`src/lex_order_partition_refine_unit_defines.svh`:
```
// Assertion macros for the lexicographic ordering unit.
`ifndef LEX_ORDER_PARTITION_REFINE_UNIT_DEFINES_SVH
`define LEX_ORDER_PARTITION_REFINE_UNIT_DEFINES_SVH
// same-cycle implication
`define LOP_CHECK_NOW(lbl, ante, cons, msg) \
	lbl: assert property (@(posedge clk) disable iff (!arst_n) (ante) |-> (cons)) \
		else $error(msg);
// next-cycle implication
`define LOP_CHECK_NXT(lbl, ante, cons, msg) \
	lbl: assert property (@(posedge clk) disable iff (!arst_n) (ante) |=> (cons)) \
		else $error(msg);
`endif

```
`src/lop_ram.sv`:
```
// Generic single-write, single-read RAM with registered read data.
`default_nettype none
module lop_ram #(
	parameter int WIDTH = 8,
	parameter int DEPTH = 16
) (
	input logic clk,
	input logic we,
	input logic [$clog2(DEPTH)-1:0] waddr,
	input logic [WIDTH-1:0] wdata,
	input logic re,
	input logic [$clog2(DEPTH)-1:0] raddr,
	output logic [WIDTH-1:0] rdata
);
	logic [WIDTH-1:0] mem_q [DEPTH];

	always_ff @(posedge clk) begin
		if (we) begin
			mem_q[waddr] <= wdata;
		end
		if (re) begin
			rdata <= mem_q[raddr];
		end
	end
endmodule
`default_nettype wire

```
`config.mk`:
```
export PLATFORM = sky130hd
export DESIGN_NAME = lop_ram
export DESIGN_NICKNAME = d
export VERILOG_FILES = /design/src/lex_order_partition_refine_unit_defines.svh /design/src/lop_ram.sv
export SDC_FILE = /design/constraint.sdc
export NUM_CORES = 1
export LEC_CHECK = 0
export BUFFER_PORTS_ARGS = -buffer_cell sky130_fd_sc_hd__buf_2
export CORE_ASPECT_RATIO = 0.8
export CORE_MARGIN = 2
export CORE_UTILIZATION = 60
export CTS_CLUSTER_DIAMETER = 40
export CTS_CLUSTER_SIZE = 24
export DETAILED_ROUTE_END_ITERATION = 10
export PLACE_DENSITY = 0.82
export SYNTH_ARGS = -nofsm -noshare
export SYNTH_HDL_FRONTEND = slang
export SYNTH_SLANG_ARGS = --single-unit
```
`constraint.sdc`:
```
create_clock -name clk -period 2.1 [get_ports clk]
set_clock_uncertainty 0.15 [all_clocks]
set_input_delay 0.105 -clock clk [delete_from_list [all_inputs] [get_ports clk]]
set_output_delay 0.105 -clock clk [all_outputs]
set_load 0.01 [all_outputs]
```
==> results.md, run 1 <==
- Adder-cell area share of the yosys netlist: 0%
- Die X: 108.4 um
- Synthesized area per cell: 22.83 um2
- Slowest CP cell: mux4_2
- CTS max path bufs: 2
- Grt met3 use: 8.153%
- Post-synth top area cell: edfxtp_1
- Top-count cell post-synth: edfxtp_1
- Antenna-violating nets left: 0
- Leakage: 0.002155 uW
- Setup_tns: 0 ps
- Total Routed Length: 10.03 mm
- Post-Syn Nets: 248
- GR peak layer: met2
- Post-Syn Area: 5228 um2
- RSZ-0062 raised after global routing: no
- Max Slew Vio Count: 0
- Number of port buffers: 26
- Library cells used by synthesis: 18
- CP max stage delay: 490 ps
- Initial Util: 61.62%
- Top post-synthesis cells by area: edfxtp_1, mux4_2, mux4_1, a22oi_1, nor2_1
- Top delay family on crit path: multiplexers
- Cells after synthesis: 229
- Share of synthesized area spent on multiplexers: 14.79%
- Placer Congestion: 0.7464
- Fmax: 584.3 MHz
- Synth Register Bits: 136
- Max cap viols: 0
- Prevailing post-synth register cell: edfxtp_1
- Total GRT Usage: 23.54%
- Worst r2r src: mem_q[11][7]
- Final period util: 81.50%
- Worst min-delay path class: primary input to flip-flop
- GRT overflow: 0
- WL/cell: 23.77 um
- Min-Delay Startpoint: waddr[2]
- Htree depth: 4
- Die height: 87.49 um
- Worst Setup End Kind: flip-flop
- Number of diodes: 0
- Num Clock Sinks: 136
- Relative slew slack: 52.44%
- Routing usage on met1: 32.55%
- CP required: 2200 ps
- VDD IR max: 951.5 uV
- XOR/XNOR Fraction of Synth Area: 0%
- Post-synthesis sequential area ratio: 78.12%
- Final-stage net count: 316
- CORE AREA: 8483 um2
- Compound-gate portion of the synthesized area: 2.298%
- Most frequent cells after synthesis: edfxtp_1, mux4_2, a22oi_1, mux4_1, nor2_1
- DRT Pass-1 Iters: 4
- P&R area growth vs syn: 20.39%
- Post-synth top area share: 78.12%
- Startpoint types: flip-flop
- Fin. Hold Viols: 0
- Crit path max fanout: 1
- DR vias/cell: 6.100
- Post-detail-place hpwl: 6.287 mm
- Ports: 27
- CTS clk-pin slew, worst paths: 60 ps
- Place WS: 157.1 ps
- Post-Synth Simple-Gate Area: 3.135%
- Tmin final: 1711 ps
- Met2 Use GR: 36.36%
- DRC: 0
- Starting DRC count in detailed routing: 214
- Antenna violations before repair: 0
- Core Util, Final: 74.19%
- Final setup viols: 0
- Critical path cell sequence: mux4_2 -> a22oi_1 -> nand2_1
- Number of global-route vias before repair: 2629
- First-pass GRT wire length: 14.92 mm
- FP Rows: 30
- Via count: 2574
- Worst EP arrival: 1810 ps
- Async SR Flop Fraction: 0%
- Worst setup slack after layout: 388.5 ps
- Status: completed
- Largest net degree at the start of global routing: 20
- Worst-margin pin slew: 710.7 ps
- Number of CTS-inserted buffers: 17
- Clock root buffer: clkbuf_8
- CP startpoint: mem_q[11][7]
- Power per cell area: 998.2 nW/um2
- Largest family of logic cells by synthesized area: multiplexers
- Layout cells sized above 1: 31.29%
- Synth warnings: 0
- Clk Latency, worst-skew pair: 510 ps
- Critical path type: flip-flop to flip-flop
- Die footprint: 9480 um2
- Number of synthesized flops with an enable pin: 136
- Critical path buffers and inverters: 0
- CTS tree: yes
==> flip-flops by register name, indices dropped and copies added (netlist names) <==
signal	cells
mem_q	128
rdata	8
==> repair_timing <==
item	CTS	global route
endpoints found under the hold margin	168	0
resized for setup	0	0
hold buffers	12	0
setup buffers	0	0
==> worst register-to-register path: stages, from the launching register on <==
cell and delay (ps):
edfxtp_1 380, mux4_2 490, a22oi_1 350, nand2_1 80
==> final cells by class <==
| class | instances | area (um2) |
|---|---|---|
| clock buffer | 17 | 414.1 |
| clock inverter | 15 | 177.7 |
| fill | 499 | 2190 |
| multi-input combinational | 83 | 1057 |
| sequential | 136 | 4084 |
| tap | 112 | 140.1 |
| timing repair buffer | 59 | 420.4 |
==> stage by stage <==
stage	instance area, um2	hold slack (ps)	power, uW	instances
floorplan	5228	53.87	3288	229
global placement	5582	330.8	3399	378
detailed placement	5582	327.1	3414	378
CTS	6294	75.69	6321	422
global route	6294	119.3	6479	422
finish	6294	98.06	6282	422
==> routing by layer <==
layer  vias up  wire, um
met5         -         0
met4         0        68
met3         4       809
met2        99      4945
met1      1353      4209
li1       1118         -
==> logic make-up (layout without fill, tap and decap cells) <==
group | count (synthesis) | in the layout
flops | 136 | 136
simple gates | 35 | 35
mux | 32 | 32
compound gates | 16 | 16
buf+inv | 10 | 91
==> worst paths after layout <==
kind	end	cells after the start	slack [ps]
setup reg to reg	rdata[7]	3	390
hold reg to reg	rdata[5]	3	600
hold / removal	mem_q[15][5]	4	100
setup / recovery	rdata[7]	3	390
==> where the power goes <==
| part | internal (uW) | switching [uW] |
|---|---|---|
| Clock | 1810 | 1100 |
| Combinational | 133 | 162 |
| Sequential | 3060 | 18.6 |
==> layout by cell type, fill, tap and decap left out <==
| cell type | n |
|---|---|
| and2b_1 | 1 |
| or3b_2 | 1 |
| inv_6 | 1 |
| clkinv_2 | 2 |
| and2_1 | 1 |
| buf_2 | 26 |
| mux4_1 | 14 |
| nand2b_1 | 2 |
| mux4_2 | 18 |
| buf_12 | 1 |
| dlygate4sd3_1 | 12 |
| clkinv_1 | 1 |
| clkinv_4 | 4 |
| nand3b_1 | 2 |
| clkbuf_8 | 1 |
| a22oi_1 | 16 |
| nand2_1 | 9 |
| bufinv_16 | 3 |
| buf_4 | 20 |
| clkbuf_16 | 16 |
| nor3_1 | 4 |
| clkinvlp_4 | 4 |
| edfxtp_1 | 136 |
| nor2b_1 | 1 |
| nor2_1 | 13 |
| nand3_1 | 1 |
No activity file was read; power rests on OpenSTA's default activity.
==> run 2: changes to the inputs <==
--- a/config.mk
+++ b/config.mk
@@ -8,11 +8,11 @@
 export BUFFER_PORTS_ARGS = -buffer_cell sky130_fd_sc_hd__buf_2
 export CORE_ASPECT_RATIO = 0.8
 export CORE_MARGIN = 2
-export CORE_UTILIZATION = 60
+export CORE_UTILIZATION = 54
 export CTS_CLUSTER_DIAMETER = 40
 export CTS_CLUSTER_SIZE = 24
 export DETAILED_ROUTE_END_ITERATION = 10
-export PLACE_DENSITY = 0.82
+export PLACE_DENSITY = 0.78
 export SYNTH_ARGS = -nofsm -noshare
 export SYNTH_HDL_FRONTEND = slang
 export SYNTH_SLANG_ARGS = --single-unit
==> constraint.sdc (replaced) <==
create_clock -name clk -period 1.51 [get_ports clk]
set_clock_uncertainty 0.15 [all_clocks]
set_input_delay 0.0755 -clock clk [delete_from_list [all_inputs] [get_ports clk]]
set_output_delay 0.0755 -clock clk [all_outputs]
set_load 0.01 [all_outputs]
==> results.md, run 2 (synthesized netlist as in run 1, its figures left out) <==
- Post-detail-place hpwl: 6.168 mm
- Number of global-route vias before repair: 2527
- Clk Latency, worst-skew pair: 410 ps
- First-pass GRT wire length: 14.93 mm
- Worst setup slack after layout: -31.40 ps
- Worst-margin pin slew: 929.0 ps
- CTS tree: yes
- Setup_tns: -78.15 ps
- Worst Setup End Kind: flip-flop
- Place WS: -271.3 ps
- Ports: 27
- Slowest CP cell: mux4_2
- Final period util: 102.1%
- RSZ-0062 raised after global routing: yes
- GRT overflow: 0
- Leakage: 0.002114 uW
- Tmin final: 1541 ps
- # fillers: 630
- Crit path max fanout: 1
- Placer Congestion: 0.7764
- Post CTS Setup Buffer Count: 0
- Fin Hold WS: 88.46 ps
- Critical path cell sequence: mux4_2 -> a22oi_2 -> nand2_1
- Number of CTS-inserted buffers: 17
- Fmax: 648.8 MHz
- Die footprint: 10490 um2
- CP required: 1520 ps
- Htree depth: 4
- Antenna-violating nets left: 0
- DRC: 0
- Multi-input gate area: 1059 um2
- CP max stage delay: 500 ps
- Biggest registers after layout: mem_q x128, rdata x8
- Max cap viols: 0
- Critical path type: flip-flop to flip-flop
- Starting DRC count in detailed routing: 250
- VDD IR max: 908.0 uV
- Num Clock Sinks: 136
- P&R area growth vs syn: 21.09%
- CORE AREA: 9529 um2
- Worst min-delay path class: primary input to flip-flop
- Number of diodes: 0
- Register area: 4084 um2
- Most common cell after layout, fill and taps aside: edfxtp_1
- DRT Pass-1 Iters: 4
- Largest register FFs: 128
- Via count: 2477
- Largest net degree at the start of global routing: 21
- Top delay family on crit path: multiplexers
- FP Rows: 32
- WL/cell: 22.48 um
- Worst EP arrival: 1550 ps
- Fin. Hold Viols: 0
- Area after DPL: 5633 um2
- DR vias/cell: 5.815
- CTS max path bufs: 2
- Relative slew slack: 37.84%
- Largest reg by FF count: mem_q
- Layout cells sized above 1: 38.11%
- Clock root buffer: clkbuf_16
- Total Routed Length: 9.578 mm
- Die height: 92 um
- Startpoint types: flip-flop
- Core Util, Final: 66.43%
- Critical path buffers and inverters: 0
- Total GRT Usage: 20.46%
- Final-stage net count: 313
- CTS clk-pin slew, worst paths: 60 ps
- Number of port buffers: 26
- Max Slew Vio Count: 0
- Commonest non-fill, non-tap cells in the layout: edfxtp_1, mux4_2, buf_2, clkbuf_16, buf_4
- Final Cell Area: 6330 um2
- Final setup viols: 4
- Die X: 114.0 um
- Status: finished, violations left
- Antenna violations before repair: 0
- Power per cell area: 1410 nW/um2
- Violated checks: setup timing
- Initial Util: 54.86%
## run 2: cell count changes in the layout (fill, tap and decap cells not counted), sizes merged
| cell | delta |
|---|---|
| clkinvlp | -1 |
| bufinv | +1 |
| dlygate4sd3 | -3 |
| clkbuf | +2 |
| clkinv | -2 |
## run 2: per-layer routing
metal | track usage [%] | vias to the layer above | part of all wire (%)
li1 | - | 1100 | -
met1 | 29.64 | 1258 | 44
met2 | 29.66 | 104 | 46
met3 | 6.411 | 15 | 8.2
met4 | 7.622 | 0 | 1.9
met5 | 0 | - | 0
## run 2: worst min-delay path: stages
cell and delay (ps):
buf_2 150, nor3_2 60, buf_4 170
## run 2: worst paths after layout
| kind | start | endpoint | slack [ps] | cells after the start |
|---|---|---|---|---|
| setup reg to reg | mem_q[3][6] | rdata[6] | -30 | 3 |
| hold reg to reg | mem_q[4][1] | rdata[1] | 600 | 3 |
| hold / removal | waddr[0] | mem_q[0][5] | 90 | 3 |
| setup / recovery | mem_q[3][6] | rdata[6] | -30 | 3 |
## run 2: power breakdown
part | total, uW | internal, uW | switching (uW)
logic | 439 | 203 | 236
clock network | 4200 | 2750 | 1460
registers | 4280 | 4260 | 26.1
total | 8930 | 7210 | 1720
## run 2: repair_timing
action | 4_1_cts | 5_1_grt
resized for setup | 22 | 0
hold buffers | 9 | 0
pin swaps | 9 | 1
endpoints found under the hold margin | 136 | 0
setup endpoints to repair | 8 | 8
## run 2: stage by stage
| stage | std cells | total power, uW |
|---|---|---|
| 6_report | 426 | 8926 |
| 5_1_grt | 426 | 9179 |
| 4_1_cts | 426 | 8980 |
| 3_5_place_dp | 385 | 4761 |
| 3_3_place_gp | 385 | 4742 |
| 2_1_floorplan | 229 | 4572 |
## run 2: final cells by class
type,instances,area share (%)
tap,119,2.352
clock buffer,19,6.839
clock inverter,13,2.807
multi-input combinational,83,16.72
timing repair buffer,56,6.760
sequential,136,64.52
==> run 3: changes to the inputs <==
--- a/config.mk
+++ b/config.mk
@@ -12,7 +12,10 @@
 export CTS_CLUSTER_DIAMETER = 40
 export CTS_CLUSTER_SIZE = 24
 export DETAILED_ROUTE_END_ITERATION = 10
+export MAX_ROUTING_LAYER = met4
 export PLACE_DENSITY = 0.78
+export REMOVE_ABC_BUFFERS = 1
+export SETUP_SLACK_MARGIN = 0.2
 export SYNTH_ARGS = -nofsm -noshare
 export SYNTH_HDL_FRONTEND = slang
 export SYNTH_SLANG_ARGS = --single-unit
==> results.md, run 3 (synthesized netlist as in run 1, its figures left out) <==
- Critical path type: flip-flop to flip-flop
- Layout cells sized above 1: 40.89%
- Ports: 27
- Clk Latency, worst-skew pair: 410 ps
- Via count: 2471
- Fin. Hold Viols: 0
- Max Slew Vio Count: 0
- Leakage: 0.002124 uW
- Number of port buffers: 26
- Clock root buffer: clkbuf_16
- Antenna violations before repair: 0
- CTS max path bufs: 2
- Most common cell after layout, fill and taps aside: edfxtp_1
- Initial Util: 54.86%
- CP max stage delay: 490 ps
- DRC: 0
- Top delay family on crit path: multiplexers
- Status: finished, violations left
- Placer Congestion: 0.7351
- Post CTS Setup Buffer Count: 0
- Worst Setup End Kind: flip-flop
- First-pass GRT wire length: 15.02 mm
- WL/cell: 22.30 um
- CP required: 1520 ps
- DR vias/cell: 5.720
- Total Routed Length: 9.633 mm
- Largest net degree at the start of global routing: 17
- Largest reg by FF count: mem_q
- Place WS: -290.2 ps
- Starting DRC count in detailed routing: 240
- Die footprint: 10490 um2
- Largest register FFs: 128
- VDD IR max: 848.9 uV
- Num Clock Sinks: 136
- Number of global-route vias before repair: 2581
- Violated checks: setup timing
- Number of diodes: 0
- Total GRT Usage: 21.37%
- DRT Pass-1 Iters: 5
- CTS clk-pin slew, worst paths: 60 ps
- Biggest registers after layout: mem_q x128, rdata x8
- Slowest CP cell: mux4_2
- RSZ-0062 raised after global routing: yes
- Worst-margin pin slew: 955.8 ps
- Htree depth: 4
- Worst setup slack after layout: -32.08 ps
- Final setup viols: 4
- Commonest non-fill, non-tap cells in the layout: edfxtp_1, mux4_2, buf_2, buf_4, clkbuf_16
- FP Rows: 32
- Die height: 92 um
- Number of CTS-inserted buffers: 17
- Fmax: 648.5 MHz
- Relative slew slack: 36.05%
- Critical path cell sequence: mux4_2 -> a22oi_2 -> nand2_1
- Final period util: 102.1%
- Fin Hold WS: 64.92 ps
- Worst min-delay path class: primary input to flip-flop
- CORE AREA: 9529 um2
- Power per cell area: 1355 nW/um2
- Critical path buffers and inverters: 0
- Final-stage net count: 320
- Startpoint types: flip-flop
- Post-detail-place hpwl: 6.326 mm
- Tmin final: 1542 ps
- Die X: 114.0 um
- Antenna-violating nets left: 0
- Worst EP arrival: 1550 ps
- Max cap viols: 0
- Setup_tns: -62.18 ps
- Crit path max fanout: 1
- GRT overflow: 0
- P&R area growth vs syn: 21.21%
- CTS tree: yes
-- run 3: layout make-up --
type / count / area (um2)
clock buffers: 18 / 429.2
clock inverters: 13 / 132.6
fillers: 607 / 3193
multi-input cells: 83 / 1074
flip-flops and latches: 136 / 4084
well taps: 119 / 148.9
repair buffers: 63 / 467.9
-- run 3: what timing repair did --
action                                  in CTS  in global routing
hold endpoints to repair                   136                  0
hold buffers                                 9                  0
pin swaps                                   14                  1
endpoints found under the setup margin       8                  8
resized for setup                           23                  3
-- run 3: through the flow --
stage	instances	area, um2	power, uW	utilization (%)
final	432	6336	8583	66.49
after CTS	432	6321	8649	66.33
after global placement	392	5668	4748	59.48
after global routing	432	6336	8834	66.49
after detailed placement	392	5668	4766	59.48
after floorplan	219	5141	4527	-
-- run 3: where the power goes --
group | internal, uW | switching (uW)
sequential | 4260 | 27.1
combinational | 214 | 237
clock | 2400 | 1450
-- run 3: path summary, 6_finish.rpt --
| kind | end | slack (ps) | startpoint | cells after the start |
|---|---|---|---|---|
| setup / recovery | rdata[0] | -30 | mem_q[8][0] | 3 |
| hold / removal | mem_q[8][6] | 60 | waddr[0] | 3 |
| setup reg to reg | rdata[0] | -30 | mem_q[8][0] | 3 |
| hold reg to reg | rdata[5] | 600 | mem_q[14][5] | 3 |
-- run 3: layer usage --
metal	vias up	GRT usage (%)	share of wire, %
met5	-	-	0
met4	0	6.707	0.47
met3	4	6.874	8.2
met2	102	30.21	49
met1	1250	30.20	43
li1	1115	-	-
-- run 3: worst register-to-register path, stage by stage, from the launching register on --
cell      delay [ps]
edfxtp_1         400
mux4_2           490
a22oi_2          180
nand2_1           60
